==> config.mk <==
export PLATFORM = sky130hd
export DESIGN_NAME = sjmp_divider
export DESIGN_NICKNAME = d
export VERILOG_FILES = /design/src/rtl/sjmp_pkg.sv /design/src/rtl/sjmp_divider.sv
export SDC_FILE = /design/constraint.sdc
export NUM_CORES = 1
export LEC_CHECK = 0
export CORE_ASPECT_RATIO = 0.6
export CORE_MARGIN = 2
export CORE_UTILIZATION = 57
export DETAILED_ROUTE_END_ITERATION = 10
export DONT_BUFFER_PORTS = 1
export HOLD_SLACK_MARGIN = 0.1
export MAX_ROUTING_LAYER = met4
export PLACE_DENSITY_LB_ADDON = 0.25
export REMOVE_ABC_BUFFERS = 1
export SYNTH_ARGS = -nofsm -noshare
export SYNTH_HDL_FRONTEND = slang
export SYNTH_SLANG_ARGS = --single-unit
==> constraint.sdc <==
create_clock -name aclk -period 9.35 [get_ports aclk]
set_input_delay 0 -clock aclk [delete_from_list [all_inputs] [get_ports aclk]]
set_output_delay 0 -clock aclk [all_outputs]
set_load 0.01 [all_outputs]
==> src/rtl/sjmp_pkg.sv <==
// Package for the synchronized joint move planner.
// Holds codes, state types, widths and reset values; no dependencies.
package sjmp_pkg;

    localparam int SJMP_JOINTS = 16;
    localparam int DIV_W       = 64;
    localparam int IN_DATA_W   = 72;
    localparam int OUT_DATA_W  = 72;

    localparam logic [31:0] MAX_VELOCITY_RESET = 32'd65536;
    localparam logic [19:0] TICK_PERIOD_RESET  = 20'd2500;
    localparam logic [4:0]  JOINT_COUNT_RESET  = 5'd12;
    localparam logic [19:0] US_PER_SECOND      = 20'd1000000;

    typedef enum logic [1:0] {
        CFG_MAX_VELOCITY = 2'd0,
        CFG_TICK_PERIOD  = 2'd1,
        CFG_JOINT_COUNT  = 2'd2
    } cfg_index_t;

    typedef enum logic [1:0] {
        MODE_LOAD  = 2'd0,
        MODE_START = 2'd1,
        MODE_NEXT  = 2'd2,
        MODE_CLEAR = 2'd3
    } mode_t;

    typedef enum logic [2:0] {
        STATUS_OK          = 3'd0,
        STATUS_VEL_ZERO    = 3'd1,
        STATUS_TICK_ZERO   = 3'd2,
        STATUS_NO_GOALS    = 3'd3,
        STATUS_QUEUE_EMPTY = 3'd4
    } status_t;

    typedef enum logic [1:0] {
        PH_IDLE   = 2'd0,
        PH_MOVING = 2'd1,
        PH_FREEZE = 2'd2
    } phase_t;

    localparam logic KIND_POS_VEL = 1'b0;
    localparam logic KIND_FREEZE  = 1'b1;

    typedef enum logic [4:0] {
        ST_IDLE,
        ST_DISPATCH,
        ST_SCAN_RD,
        ST_SCAN_CMP,
        ST_STEP_MUL1,
        ST_STEP_MUL2,
        ST_STEP_GO,
        ST_STEP_WAIT,
        ST_VEL_RD,
        ST_VEL_MUL,
        ST_VEL_GO,
        ST_VEL_WAIT,
        ST_TICK_RD,
        ST_TICK_MUL,
        ST_TICK_GO,
        ST_TICK_WAIT,
        ST_FRZ,
        ST_EMIT
    } state_t;

endpackage

==> src/rtl/sjmp_divider.sv <==
// Shared unsigned restoring divider, one quotient bit per cycle.
// Depends on sjmp_pkg for the operand width.
module sjmp_divider (
    input  logic             aclk,
    input  logic             aresetn,
    input  logic             start,
    input  logic [sjmp_pkg::DIV_W-1:0] dividend,
    input  logic [sjmp_pkg::DIV_W-1:0] divisor,
    output logic             done,
    output logic [sjmp_pkg::DIV_W-1:0] quotient
);
    import sjmp_pkg::*;

    localparam int CW = $clog2(DIV_W);

    logic             busy_reg;
    logic             done_reg;
    logic [CW-1:0]    cnt_reg;
    logic [DIV_W-1:0] rem_reg;
    logic [DIV_W-1:0] quo_reg;
    logic [DIV_W-1:0] dvs_reg;
    logic [DIV_W:0]   shifted;
    logic [DIV_W:0]   diff;

    assign shifted = {rem_reg, quo_reg[DIV_W-1]};
    assign diff    = shifted - {1'b0, dvs_reg};

    always_ff @(posedge aclk) begin
        if (!aresetn) begin
            busy_reg <= 1'b0;
            done_reg <= 1'b0;
            cnt_reg  <= '0;
        end else begin
            done_reg <= busy_reg && (cnt_reg == '0);
            if (start) begin
                busy_reg <= 1'b1;
                cnt_reg  <= CW'(DIV_W - 1);
            end else if (busy_reg) begin
                cnt_reg <= cnt_reg - 1'b1;
                if (cnt_reg == '0) begin
                    busy_reg <= 1'b0;
                end
            end
        end
    end

    always_ff @(posedge aclk) begin
        if (start) begin
            rem_reg <= '0;
            quo_reg <= dividend;
            dvs_reg <= divisor;
        end else if (busy_reg) begin
            rem_reg <= diff[DIV_W] ? shifted[DIV_W-1:0] : diff[DIV_W-1:0];
            quo_reg <= {quo_reg[DIV_W-2:0], ~diff[DIV_W]};
        end
    end

    assign done     = done_reg;
    assign quotient = quo_reg;

endmodule

==> reports/metrics.yaml, run 1 <==
clocking:
  root_buffer: "clkbuf_16"
  cts.sinks: 200
  clock_path_buffers: 2
  cts_max_level: 4
  clk_pin_slew_ns: 0.07
  numCtsBuffers: 17
  cts_tree: "done"
  clk_latency_ns: 0.45
  ctsResizeCount: 0
setup_path:
  worstSetupPathType: "flop to flop"
  crit_family: "compound AO/OA/AOI/OAI gates"
  cp.required_ns: 9.71
  worst-path-max-fanout: 38
  crit_chain: "inv_1, ha_1, fa_1, nor2b_1, o2111ai_1, a2111oi_1, o21a_1, o311a_1, or2_1, o211ai_1, buf_4, o2111ai_1, a311oi_1"
  crit_path_start_kind: "flop"
  slowest_delay_ns: 0.84
  crit_top_cell: "o2111ai_1"
  critical_path.slowest_cell: "o211ai_1"
  arrival_ns: 4.75
  path_buf_inv: 2
  end_kind: "flop"
logic_synthesis:
  synth.top_cells.by_count: "nand2_1 (146), edfxtp_1 (128), nor2_1 (91), inv_1 (86), a21oi_1 (84)"
  synth_top_cell_by_area: "edfxtp_1"
  synth.top_cells.by_area: "edfxtp_1 (32%), dfxtp_1 (12%), ha_1 (6.9%)"
  synth_cell_types: 64
  synth_compound_area_share_pct: 18.02
  synth_top_family_by_area: "compound AO/OA/AOI/OAI gates"
  synth.most_common_cell: "nand2_1"
  ys.warnings.count: 0
  synthMuxAreaShare_pct: 7.986
  synth_xor_area_share_pct: 4.430
  synth_edf_count: 128
  postSynthCellCount: 1231
  syn_area_per_cell_um2: 9.660
  ys_ff_latch: 200
  yosysSeqAreaShare_pct: 44.44
  syn-cell-area_um2: 11890
  yosys.area_share.simple_pct: 12.93
  synth_flop_cell: "edfxtp_1"
  synth_top_area_share_pct: 32.32
  synthArstFlopShare_pct: 0
  synthAdderAreaFrac_pct: 7.113
power:
  p_total_mw: 2.411
  p_leak_nw: 5.458
  ir_drop_mv: 0.1408
  powerDensity_nw_per_um2: 173.0
floorplan:
  floorplan.die.height_um: 115.9
  core-area_um2: 20220
  die_w_um: 190.5
  start_util_pct: 58.81
  row_count: 40
  die_area_um2: 22070
  ios: 196
timing:
  setup_viol: 0
  timing.fmax_ghz: 0.2278
  slew_headroom_pct: 30.64
  finalClockSkew_ns: 0.01959
  hold_viol: 0
  rsz0062_at_grt: "false"
  period_share_pct: 46.96
  drv_slew: 0
  fin_crit_ns: 4.391
  setup_tns_ns: 0
  max_slew.worst_pin.slew_ns: 1.036
run:
  drv_cap: 0
hold_path:
  hp-class: "input port to flop"
grt:
  antenna_found_initial: 0
  grt.overflow.total: 0
  grt_usage_pct: 29.34
  grt_max_degree: 177
  grt_pass1_wl_um: 48600
  grt_pass1_vias: 9071
cells_and_area:
  fillers: 1581
  num_antenna_cells: 0
  areaGrowthSynthToFinish_pct: 17.18
  final_nets: 1519
  final_cells: 1607
  fin_util_pct: 68.92
  drive_gt1_share_pct: 8.396
  multiInputGateArea_um2: 6003
  final_area_um2: 13930
  regArea_um2: 5289
placement:
  portBuffers: 0
  placed_area_um2: 12010
  dp.cells: 1445
  gp_congestion: 0.9942
  hpwl_um: 20660
routing:
  dr_total_vias: 9715
  vias_per_cell: 6.045
  dr.pass1.iters: 6
  wl_um: 30850
  drc: 0
  wire_per_inst_um: 19.20
  drt_iter0_drc: 964
  ant_nets: 0
run_status:
  status: "complete, no violations"
==> power by group <==
part	switching [mW]	internal, mW	leakage, nW
clock	0.344	0.438	0.295
combinational	0.312	0.225	3.30
sequential	0.0655	1.03	1.86
total	0.722	1.69	5.46
==> stage by stage <==
step | hold slack, ns | setup slack (ns)
after floorplan | 0.06907 | 3.693
after global placement | 0.09892 | 5.190
after detailed placement | 0.09892 | 5.025
after CTS | 0.1546 | 4.978
after global routing | 0.1567 | 4.701
final | 0.09421 | 4.959
==> repair_timing <==
| action | CTS | global route |
|---|---|---|
| buffers inserted | 0 | 0 |
| hold buffers | 130 | 0 |
| setup endpoints to repair | 0 | 0 |
| endpoints found under the hold margin | 256 | 0 |
==> cell type report <==
| cell class | instances | share of cell area [%] |
|---|---|---|
| Sequential cell | 200 | 37.95 |
| Timing Repair Buffer | 137 | 9.841 |
| Tap cell | 273 | 2.451 |
| Clock buffer | 22 | 3.331 |
| Clock inverter | 10 | 1.024 |
| Inverter | 86 | 2.317 |
| Multi-Input combinational cell | 879 | 43.08 |
==> placed cells by master (no fill, tap or decap), types with 20 or more instances in the layout <==
cell,n
nand2_1,146
dlygate4sd3_1,129
edfxtp_1,128
nor2_1,91
inv_1,85
a21oi_1,84
dfxtp_1,71
ha_1,66
mux2_2,63
o21ai_0,61
xnor2_1,37
a311oi_1,36
a21o_1,26
mux2i_1,24
nand4_1,22
nor3_1,21
xor2_1,20
==> cell families (layout without fill, tap and decap cells) <==
logic type | count (synthesis) | after routing
flip-flops | 200 | 200
multiplexers | 87 | 87
adder cells (fa/ha/maj) | 67 | 67
AND/OR/NAND/NOR | 344 | 344
buffers and inverters | 152 | 255
AO/OA/AOI/OAI | 323 | 323
XOR/XNOR | 58 | 58
==> worst paths after layout <==
kind | from | end | slack (ns) | depth (start not counted)
setup / recovery | quotient[63]$_DFFE_PP_ | rem_reg[47]$_SDFFE_PP0P_ | 4.96 | 13
hold / removal | start | dvs_reg[40]$_DFFE_PP_ | 0.09 | 1
setup reg to reg | quotient[63]$_DFFE_PP_ | rem_reg[47]$_SDFFE_PP0P_ | 4.96 | 13
hold reg to reg | rem_reg[2]$_SDFFE_PP0P_ | rem_reg[2]$_SDFFE_PP0P_ | 0.47 | 2
==> metal layers <==
metal / vias to the layer above / share of wire (%) / track usage [%]
met5: - / 0 / -
met4: 0 / 1.3 / 7.442
met3: 37 / 9.8 / 7.238
met2: 465 / 40 / 39.76
met1: 4550 / 49 / 43.41
li1: 4663 / - / -
Note: power is estimated with default switching activity, not from simulation.
==> run 2: changes to the inputs <==
- clock period: 9.35 -> 3.8 ns (I/O delays scaled with it)
==> reports/metrics.yaml, run 2 (synthesis results as in run 1) <==
clocking:
  clk_pin_slew_ns: 0.08
  cts_max_level: 4
  root_buffer: "clkbuf_16"
  clk_latency_ns: 0.45
  clock_path_buffers: 2
  cts.sinks: 200
  cts_tree: "done"
  numCtsBuffers: 17
setup_path:
  cp.required_ns: 4.13
  path_buf_inv: 2
  rrSetupSlack_ns: 0.06
  end_kind: "flop"
  crit_family: "compound AO/OA/AOI/OAI gates"
  rr_endpoint: "rem_reg[63]$_SDFFE_PP0P_"
  slowest_delay_ns: 0.58
  reg2reg_depth: 13
  worstSetupPathType: "flop to flop"
  critical_path.slowest_cell: "dlygate4sd3_1"
  crit_chain: "inv_1, ha_1, nand4_1, o31ai_1, a311o_1, o21a_1, o311a_1, or2_1, o22a_4, and4_1, o21ai_0, o311ai_0, dlygate4sd3_1"
  crit_path_start_kind: "flop"
  arrival_ns: 4.07
  worst-path-max-fanout: 6
  regToRegStartpoint: "dvs_reg[9]$_DFFE_PP_"
cells_and_area:
  final_area_um2: 14830
  areaGrowthSynthToFinish_pct: 24.67
  final_cells: 1696
  final_nets: 1607
  mostFrequentLayoutCells: "dlygate4sd3_1 (198), nand2_1 (146), edfxtp_1 (128)"
  fin_util_pct: 73.32
  drive_gt1_share_pct: 9.845
  final_common_cell: "dlygate4sd3_1"
floorplan:
  row_count: 40
  die_area_um2: 22070
  floorplan.die.height_um: 115.9
  core-area_um2: 20220
  ios: 196
  start_util_pct: 58.81
  die_w_um: 190.5
routing:
  drt_iter0_drc: 1171
  wire_per_inst_um: 19.77
  wl_met1_um: 15600
  ant_nets: 0
  met3_length_um: 3610
  dr.pass1.iters: 5
  dr_total_vias: 10260
  wl_um: 33530
  vias_per_cell: 6.050
  wl_met2_um: 13940
  top_layer: "met4"
  drc: 0
placement:
  dp.cells: 1457
  place_ws_ns: 0.1414
  hpwl_um: 20840
  placed_area_um2: 12120
  gp_congestion: 0.9746
  portBuffers: 0
timing:
  fin_crit_ns: 3.738
  slew_headroom_pct: 51.07
  rsz0062_at_grt: "true"
  hold_viol: 0
  finalClockSkew_ns: 0.01704
  period_share_pct: 98.36
  drv_slew: 0
  timing.final.ws_setup_ns: 0.06234
  setup_tns_ns: 0
  fin_hold_ws_ns: 0.1693
  setup_viol: 0
  timing.fmax_ghz: 0.2675
  max_slew.worst_pin.slew_ns: 0.7340
run:
  drv_cap: 0
hold_path:
  hp-class: "input port to flop"
  worstHoldStart: "divisor[44]"
  holdPathStages: 1
  min_to: "dvs_reg[44]$_DFFE_PP_"
power:
  powerDensity_nw_per_um2: 402.0
  p_total_mw: 5.960
  ir_drop_mv: 0.3488
  p_leak_nw: 5.829
grt:
  antenna_found_initial: 1
  grt_pass1_vias: 9479
  grt_max_degree: 110
  grt_usage_pct: 31.64
  grt_pass1_wl_um: 52020
  grt.overflow.total: 0
run_status:
  status: "complete, no violations"
## run 2: what timing repair did
action,4_1_cts,5_1_grt
setup endpoints to repair,0,53
hold buffers,199,0
gates resized for setup,0,18
setup buffers,0,7
hold endpoints to repair,264,0
## run 2: routing by layer
metal | vias to the layer above | global-route usage [%]
li1 | 4845 | -
met1 | 4860 | 45.35
met2 | 517 | 43.88
met3 | 38 | 9.721
met4 | 0 | 6.460
met5 | - | -
## run 2: area by class of cell
cell class                 instances  area (um^2)
antenna                            1        2.502
clock buffer                      18        429.2
clock inverter                    14        121.4
fill                            1446         5394
inverter                          86        322.8
multi-input combinational        879         6086
sequential                       200         5289
tap                              273        341.6
timing repair buffer             225         2233
## run 2: worst max-delay path by stage
stage | slack [ns] | start | to | cells after the start
2_1_floorplan | -1.86 | quotient[63]$_DFFE_PP_ | rem_reg[49]$_SDFFE_PP0P_ | 12
3_3_place_gp | 0.21 | dvs_reg[10]$_DFFE_PP_ | rem_reg[49]$_SDFFE_PP0P_ | 11
3_5_place_dp | 0.14 | dvs_reg[11]$_DFFE_PP_ | rem_reg[42]$_SDFFE_PP0P_ | 13
4_1_cts | 0.10 | dvs_reg[11]$_DFFE_PP_ | rem_reg[36]$_SDFFE_PP0P_ | 13
5_1_grt | -0.09 | quotient[63]$_DFFE_PP_ | rem_reg[63]$_SDFFE_PP0P_ | 14
6_report | 0.06 | dvs_reg[9]$_DFFE_PP_ | rem_reg[63]$_SDFFE_PP0P_ | 13
## run 2: power by group
group / leakage, nW / switching, mW / internal (mW)
clock network: 0.273 / 0.875 / 0.912
logic: 3.69 / 0.813 / 0.669
registers: 1.86 / 0.166 / 2.53
