[src/rtl/sjmp_pkg.sv]
// Package for the synchronized joint move planner.
// Holds codes, state types, widths and reset values; no dependencies.
package sjmp_pkg;

    localparam int SJMP_JOINTS = 16;
    localparam int DIV_W       = 64;
    localparam int IN_DATA_W   = 72;
    localparam int OUT_DATA_W  = 72;

    localparam logic [31:0] MAX_VELOCITY_RESET = 32'd65536;
    localparam logic [19:0] TICK_PERIOD_RESET  = 20'd2500;
    localparam logic [4:0]  JOINT_COUNT_RESET  = 5'd12;
    localparam logic [19:0] US_PER_SECOND      = 20'd1000000;

    typedef enum logic [1:0] {
        CFG_MAX_VELOCITY = 2'd0,
        CFG_TICK_PERIOD  = 2'd1,
        CFG_JOINT_COUNT  = 2'd2
    } cfg_index_t;

    typedef enum logic [1:0] {
        MODE_LOAD  = 2'd0,
        MODE_START = 2'd1,
        MODE_NEXT  = 2'd2,
        MODE_CLEAR = 2'd3
    } mode_t;

    typedef enum logic [2:0] {
        STATUS_OK          = 3'd0,
        STATUS_VEL_ZERO    = 3'd1,
        STATUS_TICK_ZERO   = 3'd2,
        STATUS_NO_GOALS    = 3'd3,
        STATUS_QUEUE_EMPTY = 3'd4
    } status_t;

    typedef enum logic [1:0] {
        PH_IDLE   = 2'd0,
        PH_MOVING = 2'd1,
        PH_FREEZE = 2'd2
    } phase_t;

    localparam logic KIND_POS_VEL = 1'b0;
    localparam logic KIND_FREEZE  = 1'b1;

    typedef enum logic [4:0] {
        ST_IDLE,
        ST_DISPATCH,
        ST_SCAN_RD,
        ST_SCAN_CMP,
        ST_STEP_MUL1,
        ST_STEP_MUL2,
        ST_STEP_GO,
        ST_STEP_WAIT,
        ST_VEL_RD,
        ST_VEL_MUL,
        ST_VEL_GO,
        ST_VEL_WAIT,
        ST_TICK_RD,
        ST_TICK_MUL,
        ST_TICK_GO,
        ST_TICK_WAIT,
        ST_FRZ,
        ST_EMIT
    } state_t;

endpackage

[src/rtl/sjmp_store.sv]
// Joint store: goal/error memory and velocity memory, registered read.
// Depends on sjmp_pkg.
module sjmp_store #(
    parameter int JOINTS = sjmp_pkg::SJMP_JOINTS,
    parameter int AW     = (JOINTS > 1) ? $clog2(JOINTS) : 1
) (
    input  logic               aclk,
    input  logic [AW-1:0]      rd_addr,
    output logic signed [31:0] rd_goal,
    output logic signed [32:0] rd_err,
    output logic signed [32:0] rd_vel,
    input  logic               ge_we,
    input  logic [AW-1:0]      ge_addr,
    input  logic signed [31:0] ge_goal,
    input  logic signed [32:0] ge_err,
    input  logic               v_we,
    input  logic [AW-1:0]      v_addr,
    input  logic signed [32:0] v_data
);
    import sjmp_pkg::*;

    logic [64:0] ge_mem [JOINTS];
    logic [32:0] v_mem  [JOINTS];
    logic [64:0] ge_q_reg;
    logic [32:0] v_q_reg;

    always_ff @(posedge aclk) begin
        if (ge_we) begin
            ge_mem[ge_addr] <= {ge_err, ge_goal};
        end
        ge_q_reg <= ge_mem[rd_addr];
    end

    always_ff @(posedge aclk) begin
        if (v_we) begin
            v_mem[v_addr] <= v_data;
        end
        v_q_reg <= v_mem[rd_addr];
    end

    assign rd_goal = ge_q_reg[31:0];
    assign rd_err  = ge_q_reg[64:32];
    assign rd_vel  = v_q_reg;

endmodule

[config.mk]
export PLATFORM = sky130hd
export DESIGN_NAME = sjmp_store
export DESIGN_NICKNAME = d
export VERILOG_FILES = /design/src/rtl/sjmp_pkg.sv /design/src/rtl/sjmp_store.sv
export SDC_FILE = /design/constraint.sdc
export NUM_CORES = 1
export LEC_CHECK = 0
export BUFFER_PORTS_ARGS = -buffer_cell sky130_fd_sc_hd__buf_4
export CAP_MARGIN = 0
export CORE_MARGIN = 2
export CORE_UTILIZATION = 45
export CTS_CLUSTER_SIZE = 30
export DETAILED_ROUTE_END_ITERATION = 8
export GPL_ROUTABILITY_DRIVEN = 0
export PLACE_DENSITY = 0.71
export SLEW_MARGIN = 5
export SYNTH_ARGS = -nofsm -noshare
export SYNTH_HDL_FRONTEND = slang
export SYNTH_SLANG_ARGS = --single-unit
[constraint.sdc]
create_clock -name aclk -period 9.5 [get_ports aclk]
set_input_delay 0.475 -clock aclk [delete_from_list [all_inputs] [get_ports aclk]]
set_output_delay 0.475 -clock aclk [all_outputs]
set_load 0.01 [all_outputs]
==> impl_results.md, run 1 <==
- Clock buffer depth: 3
- Cell family with most CP delay: buffers and inverters
- Cell repeated most along the worst path: buf_4
- Number of flops mapped to enable cells by yosys: 1568
- Placed Area: 0.0645 mm2
- Mapped Avg Cell Area: 23.9 um2
- CP Launch Type: primary input
- Cell count after synthesis: approximately 2500
- Yosys top cell by area: edfxtp_1
- CP cell instances: buf_8 > buf_4 > buf_4 > mux4_2 > a22oi_1 > nand2_1
- Area growth, synth to finish: 16.2%
- Syn nets: 2646
- Worst-margin pin slew: 1.15 ns
- Status: finished, final reports clean
- Slew headroom: 0.231
- R2R setup slack: between 8 and 9 ns
- Mapped Area: approximately 0.061 mm2
- Most frequent cell after synthesis: edfxtp_1
- CP Class: in2reg
- Antenna Nets Post-Route: 0
- Register area: 0.0490 mm2
- Initial drt markers: 3240
- Int Power: about 0.012 W
- Pre-Repair DR Iteration Count: 5
- Row count: around 130
- Final Cycle Share: 0.329
- CP Max Fanout: 54
- Final setup vio count: 0
- Switch share: 0.208
- Max reg flops: 1040
- Final wirelength: 137000 um
- Clock-pin slew on the worst setup and hold paths: 0.06 ns
- YS warnings: 0
- Overall routing resource usage: 0.199
- Final core utilization: 0.527
- # port buffers: between 200 and 250
- Worst setup margin: 6.38 ns
- Hold Fails Final Rpt: 0
- Root Buffer: clkbuf_16
- Final nets: 3041
- CTS Hold Bufs: slightly below 100
- Core Region: 0.134 mm2
- Final Max Tran Viols: 0
- Largest net degree at the start of global routing: around 170
- DRC: 0
- Largest cells by area after synthesis: edfxtp_1 78%, mux4_2 15%, dfxtp_1 3.2%
- Die ar.: 0.138 mm2
- PwrDens: 215 mW/mm2
- Async set-reset flop share out of synthesis: 0
- Share of layout cells above drive strength 1: 0.298
- RSZ-0062 raised after global routing: false
- R2R Path Start: ge_mem[3][37]
- Chip height: approximately 370 um
- CTS buffer count: 159
- Vias in the first global route: between 20000 and 30000
- Io pins: about 210
- Achievable Freq: 0.320 GHz
- CTS tree: done
- Worst ir drop on vdd: 200 uV
- Initial Util: 0.454
- Max Cap Viol: 0
- Register bit total from synthesis: 1666
- Via count: about 28000
- Worst hold start: ge_addr[0]
- Share of power burned in combinational logic: 0.052
- Cell area after layout: slightly above 0.07 mm2
- Register share of total power: 0.548
- Clk pwr share: 0.400
- Synth unique cells: 18
- Leak: 22.6 nW
- First-pass GRT wire length: 197000 um
- WP buf/inv: 3
- Commonest cells post-synth: 1568 x edfxtp_1, 392 x mux4_2, 196 x a22oi_1
- Tmin final: 3.12 ns
- Synth top area share: 0.777
- Critical path's largest stage delay: 0.93 ns
- CP max-delay cell: buf_4
- Clock sink count: 1666
- CP required: approximately 10 ns
- Final HPWL DP: 67500 um
- H-tree levels: 4
- Psw: 0.00314 W
- Post-CTS Setup Inserts: 0
- Total negative slack: 0 ns
- Crit. End Element: register
- Chip width: 371 um
- Multi-input gate area: 0.0112 mm2
- Post-synth top flop: edfxtp_1
- Setup WS pre-CTS: ~5.5 ns
- Fill cells: 9941
- Arrival time worst endpoint: roughly 3.8 ns
- Worst-Skew Late Latency: 0.78 ns
- Hold Crit Class: in2reg
- Per-cell routed wire length: 28.3 um
- Skew final: ~0.022 ns
- Critical path startpoint: rd_addr[0]
- Register area share after synthesis: 0.809
- Post-cts sizing count: 0
- Via density: 5.84
- Initial antenna violation count: 19
- GRT overflow: 0
-- cells by family (layout without fill, tap and decap cells) --
kind of cell           count (synthesis)  in the layout  share of synthesized area
AO/OA/AOI/OAI                        196            196                     0.0243
buffers and inverters                131            659                     0.0111
flip-flops                          1666           1666                      0.809
multiplexers                         392            392                      0.146
other                                  0              7                          0
AND/OR/NAND/NOR                      148            148                     0.0101
-- cell usage in the layout (no fill, tap or decap), drive strengths merged, types with 7 or more instances in the layout --
| cell | netlist | final |
|---|---|---|
| nand2 | 100 | 100 |
| clkinv | 0 | 54 |
| nor2 | 25 | 25 |
| mux4 | 392 | 392 |
| clkbuf | 54 | 225 |
| diode | 0 | 7 |
| dfxtp | 98 | 98 |
| edfxtp | 1568 | 1568 |
| dlygate4sd3 | 0 | 98 |
| nor3 | 8 | 8 |
| a22oi | 196 | 196 |
| buf | 77 | 267 |
-- layout make-up --
type,count,area share
antenna,7,0.000249
clock buffer,225,0.0624
clock inverter,69,0.00845
multi-input combinational,736,0.158
sequential,1666,0.696
tap,1768,0.0314
timing repair buffer,365,0.0431
-- stage by stage --
step	hold WS (ns)	total power, W	cells
3_5_place_dp	0.654	0.00920	4437
2_1_floorplan	0.574	0.00883	2533
6_report	0.338	0.0151	4836
5_1_grt	0.324	0.0156	4834
4_1_cts	0.277	0.0152	4829
3_3_place_gp	0.647	0.00916	4437
-- per-layer routing --
layer | vias to the layer above | track usage | wire, um
met3 | 235 | 0.0420 | 11800
met4 | 22 | 0.0590 | 3010
met2 | 1297 | 0.326 | 68000
met5 | - | 0 | 129
met1 | 15025 | 0.272 | 54000
li1 | 11644 | - | -
-- power by group through the flow --
stage	clock [W]	sequential, W	combinational (W)
2_1_floorplan	0	0.00844	0.000391
3_3_place_gp	0	0.00843	0.000733
3_5_place_dp	0	0.00844	0.000757
4_1_cts	0.00615	0.00829	0.000800
5_1_grt	0.00643	0.00829	0.000848
6_report	0.00604	0.00828	0.000789
-- final timing paths --
kind,end,cells past startpoint
setup / recovery,ge_q_reg[1],6
hold / removal,ge_mem[4][23],3
setup reg to reg,ge_q_reg[37],3
hold reg to reg,ge_q_reg[5],3
-- worst reg2reg max path, stage by stage, from the launching register on --
cell and delay [ns]:
edfxtp_1 0.39, mux4_2 0.49, a22oi_1 0.22, nand2_1 0.13
Note: power is estimated with default switching activity, not from simulation.
==> inputs of run 2 (changes only) <==
- PLACE_DENSITY: 0.71 -> 0.73
- clock period: 9.5 -> 2.5 ns (I/O delays scaled with it)
==> impl_results.md, run 2 (synthesis gave the netlist of run 1 again) <==
- Status: finished, final reports clean (unchanged)
- CP Class: in2reg (unchanged)
- Post-CTS Setup Inserts: 0 (unchanged)
- Worst setup margin: 0.382 ns (was 6.38 ns)
- Post-cts sizing count: 0 (unchanged)
- DRC: 0 (unchanged)
- Worst-Skew Late Latency: 0.79 ns (was 0.78 ns)
- Most frequent cells in the layout: 1568 x edfxtp_1, 392 x mux4_2, 260 x buf_4 (was 1568 x edfxtp_1, 392 x mux4_2, 262 x buf_4)
- Arrival time worst endpoint: 2.53 ns (was 3.77 ns)
- Finished Layout Cells: 4912 (was 4836)
- Pre-Repair DR Iteration Count: 6 (was 5)
- Fill cells: 9707 (was 9941)
- Die ar.: 0.138 mm2 (unchanged)
- Initial Util: 0.454 (unchanged)
- Final setup vio count: 0 (unchanged)
- Cell area after layout: 0.0721 mm2 (was 0.0705 mm2)
- Skew final: 0.0404 ns (was 0.0221 ns)
- Via density: 5.81 (was 5.84)
- Switch share: 0.208 (about the same)
- Total negative slack: 0 ns (unchanged)
- Final nets: 3115 (was 3041)
- Psw: 0.0122 W (was 0.00314 W)
- Io pins: 211 (unchanged)
- Hold Fails Final Rpt: 0 (unchanged)
- Clock-pin slew on the worst setup and hold paths: 0.06 ns (about the same)
- Overall routing resource usage: 0.197 (was 0.199)
- First-pass GRT wire length: 197000 um (about the same)
- # port buffers: 210 (unchanged)
- H-tree levels: 4 (unchanged)
- Commonest non-fill, non-tap cell in the layout: edfxtp_1 (unchanged)
- Chip width: 371 um (unchanged)
- Final Max Tran Viols: 0 (unchanged)
- Per-cell routed wire length: 27.4 um (was 28.3 um)
- Hold Crit Class: in2reg (unchanged)
- Root Buffer: clkbuf_16 (unchanged)
- Final HPWL DP: 68800 um (was 67500 um)
- CTS tree: done (unchanged)
- Via count: 28539 (was 28223)
- CTS Hold Bufs: 111 (was 98)
- Area growth, synth to finish: 18.9% (was 16.2%)
- Final Cycle Share: 0.847
- CP Max Fanout: 44 (was 54)
- Initial antenna violation count: 20 (was 19)
- Vias in the first global route: 29227 (was 28949)
- Crit. End Element: register (unchanged)
- Row count: 134 (unchanged)
- PwrDens: 814 mW/mm2 (was 215 mW/mm2)
- Worst ir drop on vdd: 769 uV (was 200 uV)
- Max Cap Viol: 0 (unchanged)
- Register share of total power: 0.537 (was 0.548)
- Clock sink count: 1666 (unchanged)
- Core Region: 0.134 mm2 (unchanged)
- Leak: 23.3 nW (was 22.6 nW)
- Worst-margin pin slew: 0.645 ns (was 1.15 ns)
- Final wirelength: 135000 um (was 137000 um)
- Share of power burned in combinational logic: 0.054 (was 0.052)
- Clock buffer depth: 3 (unchanged)
- GRT overflow: 0 (unchanged)
- Antenna Nets Post-Route: 0 (unchanged)
- Setup WS pre-CTS: 0.567 ns (was 5.52 ns)
- Initial drt markers: 3456 (was 3240)
- Share of layout cells above drive strength 1: 0.316 (was 0.298)
- RSZ-0062 raised after global routing: false (unchanged)
- Placed Area: 0.0657 mm2 (was 0.0645 mm2)
- Int Power: 0.0465 W (was 0.0120 W)
- Clk pwr share: 0.409 (was 0.400)
- Slew headroom: 0.569 (was 0.231)
- Chip height: 371 um (unchanged)
- Placed cells: 4495 (was 4437)
- Achievable Freq: 0.472 GHz
- CP required: 2.91 ns (was 10.15 ns)
- Max reg flops: 1040 (unchanged)
- CP Launch Type: primary input (unchanged)
- Largest net degree at the start of global routing: 66 (was 173)
- Final core utilization: 0.540 (was 0.527)
- Tmin final: 2.12 ns
- CTS buffer count: 162 (was 159)
[run 2: area by class of cell]
class	count	area, um2	area share
multi-input combinational	736	11200	0.155
timing repair buffer	436	4350	0.0604
tap	1768	2210	0.0307
sequential	1666	49000	0.680
antenna	5	12.5	0.000174
clock inverter	71	801	0.0111
clock buffer	230	4500	0.0624
[run 2: stage by stage]
stage	total power (W)	hold slack, ns
2_1_floorplan	0.0335	0.224
3_3_place_gp	0.0350	0.416
3_5_place_dp	0.0351	0.424
4_1_cts	0.0592	0.0585
5_1_grt	0.0604	0.106
6_report	0.0587	0.127
[run 2: worst max-delay path, stage by stage]
cell and delay [ns]:
dlygate4sd3_1 0.53, buf_4 0.15, or3b_4 0.44, nor3_4 0.17, dlygate4sd3_1 0.69, buf_12 0.37
[run 2: path summary, 6_finish.rpt]
check	slack, ns	from	endpoint	cells past startpoint
worst min-delay path	0.13	v_addr[2]	v_mem[3][17]	4
worst max register to register	1.13	v_mem[3][4]	rd_vel[4]	3
worst max-delay path	0.38	ge_addr[2]	ge_mem[0][62]	6
worst min register to register	0.65	ge_mem[15][32]	ge_q_reg[32]	3
[run 2: power groups by stage]
| stage | Clock (W) | Combinational (W) | Sequential (W) |
|---|---|---|---|
| after global placement | 0 | 0.00295 | 0.0321 |
| after global routing | 0.0255 | 0.00338 | 0.0316 |
| after floorplan | 0 | 0.00149 | 0.0321 |
| final | 0.0240 | 0.00315 | 0.0315 |
| after detailed placement | 0 | 0.00301 | 0.0321 |
| after CTS | 0.0245 | 0.00319 | 0.0315 |
[run 2: per-layer routing]
| metal | vias to the layer above | wire [um] | GRT usage | part of all wire |
|---|---|---|---|---|
| met5 | - | 169 | 0 | 0.0013 |
| met4 | 28 | 2300 | 0.0498 | 0.017 |
| met3 | 214 | 13300 | 0.0543 | 0.099 |
| met2 | 1343 | 64800 | 0.309 | 0.48 |
| met1 | 15147 | 54200 | 0.276 | 0.40 |
| li1 | 11807 | - | - | - |
